File: config.mk
export PLATFORM = sky130hd
export DESIGN_NAME = sws_div
export DESIGN_NICKNAME = d
export VERILOG_FILES = /design/src/hdl/sws_pkg.sv /design/src/hdl/sws_div.sv
export SDC_FILE = /design/constraint.sdc
export NUM_CORES = 1
export LEC_CHECK = 0
export BUFFER_PORTS_ARGS = -buffer_cell sky130_fd_sc_hd__buf_2
export CAP_MARGIN = 10
export CORE_ASPECT_RATIO = 2
export CORE_MARGIN = 4
export CORE_UTILIZATION = 35
export DETAILED_ROUTE_END_ITERATION = 8
export SLEW_MARGIN = 15
export SYNTH_ARGS = -nofsm -noshare
export SYNTH_HDL_FRONTEND = slang
export SYNTH_SLANG_ARGS = --single-unit
File: constraint.sdc
create_clock -name clk -period 3.2 [get_ports clk]
set_input_delay 0.32 -clock clk [delete_from_list [all_inputs] [get_ports clk]]
set_output_delay 0.32 -clock clk [all_outputs]
set_load 0.03 [all_outputs]
File: src/hdl/sws_pkg.sv
`timescale 1ns / 1ps

package sws_pkg;

	localparam int MAX_ENTRIES_DEF = 32;
	localparam logic [31:0] DEFAULT_INTERVAL = 32'd30;

	localparam int S_TDATA_W = 160;
	localparam int S_TUSER_W = 3;
	localparam int M_TDATA_W = 176;
	localparam int M_TUSER_W = 5;

	typedef enum logic [2:0] {
		MODE_READING   = 3'd0,
		MODE_PROVISION = 3'd1,
		MODE_ADD       = 3'd2,
		MODE_REMOVE    = 3'd3,
		MODE_SET_ONE   = 3'd4,
		MODE_SET_ALL   = 3'd5,
		MODE_QUERY     = 3'd6,
		MODE_IGNORED   = 3'd7
	} mode_t;

	typedef enum logic [2:0] {
		STAT_OK        = 3'd0,
		STAT_UNKNOWN   = 3'd1,
		STAT_ALREADY   = 3'd2,
		STAT_FULL      = 3'd3,
		STAT_NOT_FOUND = 3'd4
	} status_t;

	typedef enum logic [1:0] {
		REPLY_NONE       = 2'd0,
		REPLY_CORRECTION = 2'd1,
		REPLY_PROV_ACK   = 2'd2
	} reply_t;

	typedef enum logic [2:0] {
		FSM_IDLE,
		FSM_SEARCH,
		FSM_EXEC,
		FSM_SHIFT,
		FSM_SETALL,
		FSM_DIV,
		FSM_FINISH
	} fsm_t;

	typedef struct packed {
		logic [47:0] addr;
		logic [31:0] interval;
		logic [31:0] anchor;
		logic [31:0] seen_sec;
	} entry_t;

	typedef struct packed {
		status_t     status;
		reply_t      reply;
		logic [31:0] delay;
		logic [31:0] interval;
		logic [31:0] anchor;
		logic [47:0] mac;
		logic [15:0] distance;
		logic [4:0]  slot;
		logic [5:0]  count;
	} result_t;

	typedef struct packed {
		logic        start;
		logic [31:0] dividend;
		logic [31:0] divisor;
	} div_req_t;

	typedef struct packed {
		logic        done;
		logic [31:0] rem;
	} div_rsp_t;

endpackage

File: src/hdl/sws_div.sv
`timescale 1ns / 1ps

// Restoring remainder unit: one quotient bit per cycle, one for each dividend bit, with done raised
// in the cycle after the last step.
module sws_div (
	input  logic               clk,
	input  logic               arst_n,
	input  sws_pkg::div_req_t  req,
	output sws_pkg::div_rsp_t  rsp
);

	logic        busy_q;
	logic        done_q;
	logic [4:0]  cnt_q;
	logic [31:0] rem_q;
	logic [31:0] dnd_q;
	logic [31:0] dvs_q;
	logic [32:0] trial;

	assign trial = {rem_q, dnd_q[31]};

	always_ff @(posedge clk or negedge arst_n) begin
		if (!arst_n) begin
			busy_q <= 1'b0;
			done_q <= 1'b0;
			cnt_q  <= '0;
		end else begin
			done_q <= 1'b0;
			if (req.start) begin
				busy_q <= 1'b1;
				cnt_q  <= '0;
			end else if (busy_q) begin
				cnt_q <= cnt_q + 5'd1;
				if (cnt_q == 5'd31) begin
					busy_q <= 1'b0;
					done_q <= 1'b1;
				end
			end
		end
	end

	always_ff @(posedge clk) begin
		if (req.start) begin
			rem_q <= '0;
			dnd_q <= req.dividend;
			dvs_q <= req.divisor;
		end else if (busy_q) begin
			dnd_q <= {dnd_q[30:0], 1'b0};
			// The partial remainder always stays below the divisor, so 32 bits hold it.
			if (trial >= {1'b0, dvs_q})
				rem_q <= 32'(trial - {1'b0, dvs_q});
			else
				rem_q <= trial[31:0];
		end
	end

	assign rsp.done = done_q;
	assign rsp.rem  = rem_q;

endmodule

* Word level (Yosys, flattened, before mapping)
Index checks and enable logic that the tools add are counted.
** Operators by class
- Magnitude comparators :: 1
- Equality and inequality tests :: 1
- Add/subtract/negate cells :: 2
- Mux-type cells :: 11
- Reduce and logical (&&, ||, !) cells :: 1
** Operators with widths (number)
- two-way mux 32 bit :: 3
- greater-or-equal comparator 33 x 32 -> 1 bit :: 1
- subtractor 32 bit :: 1
- two-way mux 5 bit :: 2
- two-way mux 1 bit :: 6
- adder 5 x 1 -> 5 bit (second input constant) :: 1
- == test 5 bit (second input constant) :: 1
- nonzero test 2 bit :: 1
** Word-level totals
- Logic and storage cells :: 22
- Register bits :: 103

* Depth between registers and ports, before layout
Gate-level depths: netlist (run 1).
- Depth in word-level cells :: 4
- Gate-level depth with buffers :: 12
- Mapped depth without buffers :: 12

* Least setup slack after synthesis (run 1)
No wires, ideal clock.
- Kind :: flip-flop to flip-flop
- Start point :: reg dnd_q[31]
- End point :: reg rem_q[22]
- Clock period less this slack :: 2.793 ns
- Buffers on the path :: 0
- Library setup time :: 0.120 ns
- Arrival time :: 2.673 ns
- Path slack :: 0.407 ns
- Cell stages (with the launch flop) :: 13
- Required time :: 3.080 ns
- Cell sequence :: edfxtp_1 inv_1 ha_1 inv_1 fa_1 a21o_1 a221o_1 a41oi_1 nand2b_1 a21oi_1 nor3_1 a311o_1 a211o_1
** Between the ends
- Longest elaborated chain between the ends :: 2
- Elaborated cells between the ends (all ways) :: 3
- Classes of those cells :: add/sub (1); order compare (1); mux (1)
** Ends and longest elaborated chain
- from (decl) :: line sws_div.sv:16 : logic [31:0] dnd_q;
- from (signal assigned) :: line sws_div.sv:45 : dnd_q <= req.dividend;
- from (signal assigned) :: line sws_div.sv:48 : dnd_q <= {dnd_q[30:0], 1'b0};
- subtractor 32 bit / greater-or-equal comparator 33 x 32 -> 1 bit (equally long branches) :: line sws_div.sv:51, sws_div.sv:50
- two-way mux 32 bit * :: line sws_div.sv:50 : if (trial >= {1'b0, dvs_q})
- to (signal assigned) :: line sws_div.sv:51 : rem_q <= 32'(trial - {1'b0, dvs_q});
- to (signal assigned) :: line sws_div.sv:53 : rem_q <= trial[31:0];
- to (decl) :: line sws_div.sv:15 : logic [31:0] rem_q;
Every way passes the cells marked *; elsewhere a longest branch is shown, timed or not.
A chain may end at the register's enable or synchronous reset.

* Worst setup path in the final report (run 1)
- Start point :: reg dnd_q[31]
- End point :: reg rem_q[14]
The elaborated chain is that of the path after synthesis.

==> flow_summary.toml, run 1 <==
[critical_path]
critical_path.slowest_cell = "sky130_fd_sc_hd__edfxtp_1"
worst_path_most_repeated_cell = "sky130_fd_sc_hd__inv_1"
crit_path_cell_trace = "inv_1 > ha_1 > inv_1 > fa_1 > a21o_1 > a221oi_1 > o21ai_0 > a22o_1 > or3_1 > a21oi_1 > xor2_1 > o211ai_1"
worstPathRequired_ps = 3430
critical_path.max_stage_delay_ps = 390
path_max_fanout = 3
critical_path.top_delay_family = "compound AO/OA/AOI/OAI gates"
reg2reg_slack_ps = 140
setup.worst_path.start_class = "flip-flop"
worstSetupEndpointType = "flip-flop"
timing.critical_path.arrival_ps = 3290
path_buf_inv = 2
timing_worst_setup_path_type = "flip-flop to flip-flop"

[synthesis]
synth-async-reset-ratio_pct = 6.80
yosys_warning_total = 0
synth.ff_latch_count = 103
mappedNetlistNets = 700
synth_sequential_area_ratio_pct = 45.7
ys_types = 60
synth.cell_area_um2 = 5990
number_of_synthesized_flops_with_an_enable_pin = 64
synth_area_per_cell_um2 = 10.0
synthesized_instance_count = 598
yosys_most_used_dff = "sky130_fd_sc_hd__edfxtp_1"

[sta]
rsz_0062_raised_after_global_routing = "true"
period_needed_ps = 3060
fmax_ghz = 0.327
timing.final.setup_violations = 0
max_slew_margin_pct = 41.8
finClkSkew_ps = 8.01
final-hold-violation-count = 0
timing.hold.ws_ps = 131
setup_total_negative_slack_ps = 0
final_clock_period_utilization_by_the_worst_path_pct = 95.5
final_max_slew_viol_count = 0
timing_worst_slew_pin_value_ps = 869

[hold_path]
hold_class = "primary input to flip-flop"

[place]
hpwl_um = 12200
placement.cell_area_um2 = 6780
number_of_placed_instances_with_taps_included = 892
globalplace.congestion = 0.922
port_buf_inserts = 99

[clock_tree]
ctsLongestPathBuffers = 2
worst_setup_hold_path_clk_slew_ps = 70
clock_latency_of_the_later_clocked_register_in_the_worst_skew_pair_ps = 360
sinks_on_the_clock_net = 103
cts-buffers-inserted = 9
clockRootBuffer = "sky130_fd_sc_hd__clkbuf_16"
htree_levels = 3
cts_tree = "done"
cts.repair_timing.setup_buffer_count = 0

[detailed_routing]
routed_wl_um = 16100
detailedRoute.firstIterationViolations = 198
via_count = 5029
detailedRoute.firstPassIterationCount = 4
count_of_antenna_violating_nets_left_after_detailed_routing = 0
routed_via_density = 5.53
drc = 0
wl_per_cell_um = 17.7

[global_route]
globalRouteMet2Util_pct = 32.2
global_route.usage.met3_pct = 4.11
number_of_global_route_vias_before_repair = 5374
groute.usage.overall_pct = 17.1
grt_pass1_wl_um = 26100
pin_count_of_the_biggest_net_entering_global_routing = 68
grt_antenna_before_repair = 0
grt.busiest_layer = "met2"
overflow = 0
gr-usage-met1_pct = 16.7

[finish]
layout_nets = 799
syn_to_final_growth_pct = 18.3
layout.cell_area.non_filler_um2 = 7090
post_layout_util_pct = 42.3
layout-drive-gt1-share_pct = 24.2
final_cells = 909
n_antenna_cell = 0

[die]
core_outline_area_um2 = 16800
std_cell_rows = 67
initial_core_util_pct = 35.7
die_height_um = 193
dieArea_um2 = 19400
ios = 100
die-width_um = 100

[job]
drv_cap = 0

[pwr]
peakVddDrop_uv = 349
total_leakage_power_nw = 3.08
power-per-cell-area_nw_per_um2 = 829

[status]
outcome = "completed"
final timing paths:
path,startpoint,cells after the start,endpoint
setup / recovery,dnd_q[31],12,rem_q[14]
hold / removal,req[2],1,dvs_q[2]
setup reg to reg,dnd_q[31],12,rem_q[14]
hold reg to reg,rem_q[21],2,rem_q[21]
max in group asynchronous,arst_n,2,cnt_q[0]
min in group asynchronous,arst_n,2,cnt_q[4]
registers in the layout, summed over array words and instances (netlist names):
name    cells
busy_q      1
cnt_q       5
dnd_q      32
done_q      1
dvs_q      32
rem_q      32
cell type report:
cell class              count  area, um2
clock buffers              10        229
clock inverters             6       48.8
fillers                  1689       9680
inverters                  41        154
multi-input cells         423       2990
flip-flops and latches    103       2740
well taps                 207        259
repair buffers            119        663
Yosys cell counts (7+ instances only):
library cell / n / area share [%]
sky130_fd_sc_hd__dfrtp_1: 7 / 2.9
sky130_fd_sc_hd__edfxtp_1: 64 / 32
sky130_fd_sc_hd__dfxtp_1: 32 / 11
sky130_fd_sc_hd__xor2_1: 8 / 1.2
sky130_fd_sc_hd__clkbuf_1: 26 / 1.6
sky130_fd_sc_hd__mux2_2: 31 / 5.8
sky130_fd_sc_hd__a311oi_1: 21 / 3.1
sky130_fd_sc_hd__and3_1: 9 / 0.94
sky130_fd_sc_hd__o21a_1: 7 / 0.88
sky130_fd_sc_hd__o21ai_0: 34 / 2.8
sky130_fd_sc_hd__a21oi_1: 36 / 3.0
sky130_fd_sc_hd__nand2b_1: 8 / 0.84
sky130_fd_sc_hd__a211oi_1: 7 / 0.88
sky130_fd_sc_hd__nor2_1: 49 / 3.1
sky130_fd_sc_hd__xnor2_1: 14 / 2.0
sky130_fd_sc_hd__inv_1: 41 / 2.6
sky130_fd_sc_hd__nand4_1: 9 / 0.94
sky130_fd_sc_hd__ha_1: 34 / 7.1
sky130_fd_sc_hd__nor3_1: 9 / 0.75
sky130_fd_sc_hd__or3_1: 9 / 0.94
sky130_fd_sc_hd__a21o_1: 15 / 1.9
sky130_fd_sc_hd__o211ai_1: 10 / 1.3
sky130_fd_sc_hd__nand3_1: 26 / 2.2
sky130_fd_sc_hd__nand2_1: 29 / 1.8
metrics by stage:
step                setup WS, ps  total power, W
detailed placement          19.5         0.00479
global placement            60.6         0.00475
global route               -68.5         0.00627
CTS                         94.2         0.00590
floorplan                    407         0.00396
finish                       143         0.00588
logic make-up after synthesis:
group           Yosys count  synth area share, %
compound gates          169                 19.5
simple gates            163                 13.2
flops                   103                 45.7
buf+inv                  72                 4.64
fa+ha+maj                35                 7.44
mux                      34                 6.33
xor+xnor                 22                 3.22
metal layers:
| layer | routed length [um] | share of wire (%) | up-vias |
|---|---|---|---|
| li1 | - | - | 2438 |
| met1 | 5750 | 36 | 2416 |
| met2 | 8870 | 55 | 132 |
| met3 | 759 | 4.7 | 43 |
| met4 | 675 | 4.2 | 0 |
| met5 | 0 | 0 | - |
power by group:
part	total, W	switching, W	internal [W]
combinational	0.00289	0.00176	0.00113
clock	0.00108	0.000536	0.000542
sequential	0.00191	0.000237	0.00167
cells in the final DEF, fill, tap and decap left out, types with 4 or more instances in the layout:
cell and instances:
sky130_fd_sc_hd__buf_2 98, sky130_fd_sc_hd__edfxtp_1 64, sky130_fd_sc_hd__nor2_1 49, sky130_fd_sc_hd__inv_1 41, sky130_fd_sc_hd__a21oi_1 34, sky130_fd_sc_hd__o21ai_0 34, sky130_fd_sc_hd__ha_1 34, sky130_fd_sc_hd__dfxtp_1 32
sky130_fd_sc_hd__mux2_2 31, sky130_fd_sc_hd__nand2_1 29, sky130_fd_sc_hd__nand3_1 26, sky130_fd_sc_hd__a311oi_1 21, sky130_fd_sc_hd__buf_4 19, sky130_fd_sc_hd__a21o_1 15, sky130_fd_sc_hd__xnor2_1 14, sky130_fd_sc_hd__o211ai_1 10
sky130_fd_sc_hd__and3_1 9, sky130_fd_sc_hd__nand4_1 9, sky130_fd_sc_hd__nor3_1 9, sky130_fd_sc_hd__or3_1 9, sky130_fd_sc_hd__clkbuf_16 9, sky130_fd_sc_hd__nand2b_1 8, sky130_fd_sc_hd__xor2_1 8, sky130_fd_sc_hd__a211oi_1 7
sky130_fd_sc_hd__o21a_1 7, sky130_fd_sc_hd__dfrtp_1 7, sky130_fd_sc_hd__o31ai_1 6, sky130_fd_sc_hd__inv_6 5, sky130_fd_sc_hd__nor2b_1 4, sky130_fd_sc_hd__o21bai_1 4, sky130_fd_sc_hd__nor4_1 4
what timing repair did:
action | CTS | global route
gates cloned | 0 | 0
hold buffers | 1 | 0
resized for setup | 1 | 2
endpoints found under the setup margin | 2 | 3
pin swaps | 0 | 3
endpoints found under the hold margin | 7 | 0
(Power assumes the default switching activity.)
==> run 2, diff against run 1 <==
--- a/config.mk
+++ b/config.mk
@@ -9,8 +9,9 @@
 export CAP_MARGIN = 10
 export CORE_ASPECT_RATIO = 2
 export CORE_MARGIN = 4
-export CORE_UTILIZATION = 35
+export CORE_UTILIZATION = 55
 export DETAILED_ROUTE_END_ITERATION = 8
+export PLACE_DENSITY = 0.78
 export SLEW_MARGIN = 15
 export SYNTH_ARGS = -nofsm -noshare
 export SYNTH_HDL_FRONTEND = slang
==> run 2 against run 1 <==
Net effect:
- clock power hardly changed
- die area shrank 34%
- sequential share of layout area increased by 0.53 points
- critical path depth down 2
- core utilization rose by 24 points
- clock skew up 2.1 ps
- hold slack gained 7.6 ps
- sequential cell count unchanged
- final cell count shrank 7.9%
- via count grew 1.1%
- largest power group unchanged
==> flow_summary.toml, run 2 (synthesis results as in run 1) <==
[detailed_routing]
route.met3.wl_um = 703
drc = 0
via_count = 5084
count_of_antenna_violating_nets_left_after_detailed_routing = 0
routed_via_density = 6.07
wl_per_cell_um = 17.8
routed_wl_um = 14900
top_layer = "met4"
detailedRoute.firstPassIterationCount = 6
wl_met1_um = 5440
detailedRoute.firstIterationViolations = 256
dr_wl_met2_um = 8270

[sta]
fmax_ghz = 0.328
max_slew_margin_pct = 58.5
finalWorstSetupSlack_ps = 154
final_max_slew_viol_count = 0
final_clock_period_utilization_by_the_worst_path_pct = 95.2
finClkSkew_ps = 10.1
timing.hold.ws_ps = 138
timing_worst_slew_pin_value_ps = 622
timing.final.setup_violations = 0
period_needed_ps = 3050
final-hold-violation-count = 0

[job]
drv_cap = 0

[global_route]
groute.usage.overall_pct = 24.2
grt_pass1_wl_um = 24400
overflow = 0
number_of_global_route_vias_before_repair = 5167
grt_antenna_before_repair = 0
pin_count_of_the_biggest_net_entering_global_routing = 53

[critical_path]
r2r_start = "dvs_q[6]"
worstSetupEndpointType = "flip-flop"
path_max_fanout = 11
critPathCapture = "rem_q[13]"
worstPathRequired_ps = 3460
timing.reg2reg.worst_path_depth = 10
timing.critical_path.arrival_ps = 3300
timing_worst_setup_path_type = "flip-flop to flip-flop"
reg2reg_slack_ps = 150
worst_r2r_endpoint = "rem_q[13]"
setup.worst_path.start_class = "flip-flop"
setup.worst_path.start = "dvs_q[6]"

[die]
core_outline_area_um2 = 10600
ios = 100
die-width_um = 81.8
std_cell_rows = 53
initial_core_util_pct = 56.4
die_height_um = 156
dieArea_um2 = 12700

[place]
port_buf_inserts = 99
number_of_placed_instances_with_taps_included = 820
globalplace.congestion = 0.898
placement.cell_area_um2 = 6670
pre_cts_ws_ps = 106
hpwl_um = 11000

[pwr]
peakVddDrop_uv = 445
power-per-cell-area_nw_per_um2 = 834
total_leakage_power_nw = 3.08
totalPowerFinal_w = 0.00583

[status]
outcome = "completed"

[clock_tree]
worst_setup_hold_path_clk_slew_ps = 80
clockRootBuffer = "sky130_fd_sc_hd__clkbuf_16"
clock_latency_of_the_later_clocked_register_in_the_worst_skew_pair_ps = 350
htree_levels = 3
cts-buffers-inserted = 9
ctsLongestPathBuffers = 2
sinks_on_the_clock_net = 103
cts_tree = "done"

[finish]
largestRegisters = "dnd_q x32, dvs_q x32, rem_q x32"
layout.cells.most_common_list = "98 x sky130_fd_sc_hd__buf_2, 64 x sky130_fd_sc_hd__edfxtp_1, 49 x sky130_fd_sc_hd__nor2_1"
layout.cell_area.non_filler_um2 = 6990
layout_nets = 797
layout-drive-gt1-share_pct = 24.3
mostFrequentLayoutCell = "sky130_fd_sc_hd__buf_2"
syn_to_final_growth_pct = 16.8
final_cells = 837
n_antenna_cell = 0

[hold_path]
worstHoldStart = "req[26]"
hold_class = "primary input to flip-flop"
## run 2: changes by cell type in the layout (fill, tap and decap cells not counted), sizes merged
cell / before / now
buf: 118 / 116
clkinv: 1 / 4
inv: 46 / 44
clkbuf: 10 / 9
## run 2: worst max-delay path, cell delays in order (launching register included)
cell and delay [ps]:
sky130_fd_sc_hd__edfxtp_1 330, sky130_fd_sc_hd__inv_1 40, sky130_fd_sc_hd__ha_1 430, sky130_fd_sc_hd__o21a_1 180, sky130_fd_sc_hd__o211ai_1 100, sky130_fd_sc_hd__a211o_1 370, sky130_fd_sc_hd__a21bo_1 230, sky130_fd_sc_hd__a211o_1 310
sky130_fd_sc_hd__a21o_2 320, sky130_fd_sc_hd__a221o_1 370, sky130_fd_sc_hd__a311oi_1 260
## run 2: worst min path at each step
stage                 to  slack, ps  cells past startpoint
2_1_floorplan     busy_q         20                      0
3_3_place_gp    cnt_q[1]        150                      1
3_5_place_dp    cnt_q[1]        160                      1
4_1_cts        dvs_q[26]        130                      1
5_1_grt        dvs_q[23]        130                      1
6_report       dvs_q[26]        140                      1
## run 2: power breakdown
| part | internal, W | switching [W] |
|---|---|---|
| sequential | 0.00167 | 0.000223 |
| combinational | 0.00111 | 0.00176 |
| clock | 0.000546 | 0.000526 |
## run 2: metal layers
metal | track usage, % | vias up
li1 | - | 2445
met1 | 27.1 | 2434
met2 | 43.8 | 161
met3 | 4.57 | 44
met4 | 9.67 | 0
met5 | 0 | -
## run 2: layout make-up
| type | count | area (um2) |
|---|---|---|
| Multi-Input combinational cell | 423 | 3000 |
| Fill cell | 876 | 3620 |
| Timing Repair Buffer | 117 | 636 |
| Clock buffer | 9 | 225 |
| Sequential cell | 103 | 2740 |
| Tap cell | 137 | 171 |
| Clock inverter | 7 | 66.3 |
| Inverter | 41 | 154 |
## run 2: through the flow
step	setup TNS, ps	util (%)
floorplan	0	-
global placement	0	62.8
detailed placement	0	62.8
CTS	0	65.7
global route	-13.3	65.9
finish	0	65.9
## run 2: repair_timing
item / in CTS / in global routing
endpoints found under the hold margin: 7 / 0
setup endpoints to repair: 0 / 17
buffers inserted: 0 / 0
gates resized for setup: 0 / 5
hold buffers: 1 / 0
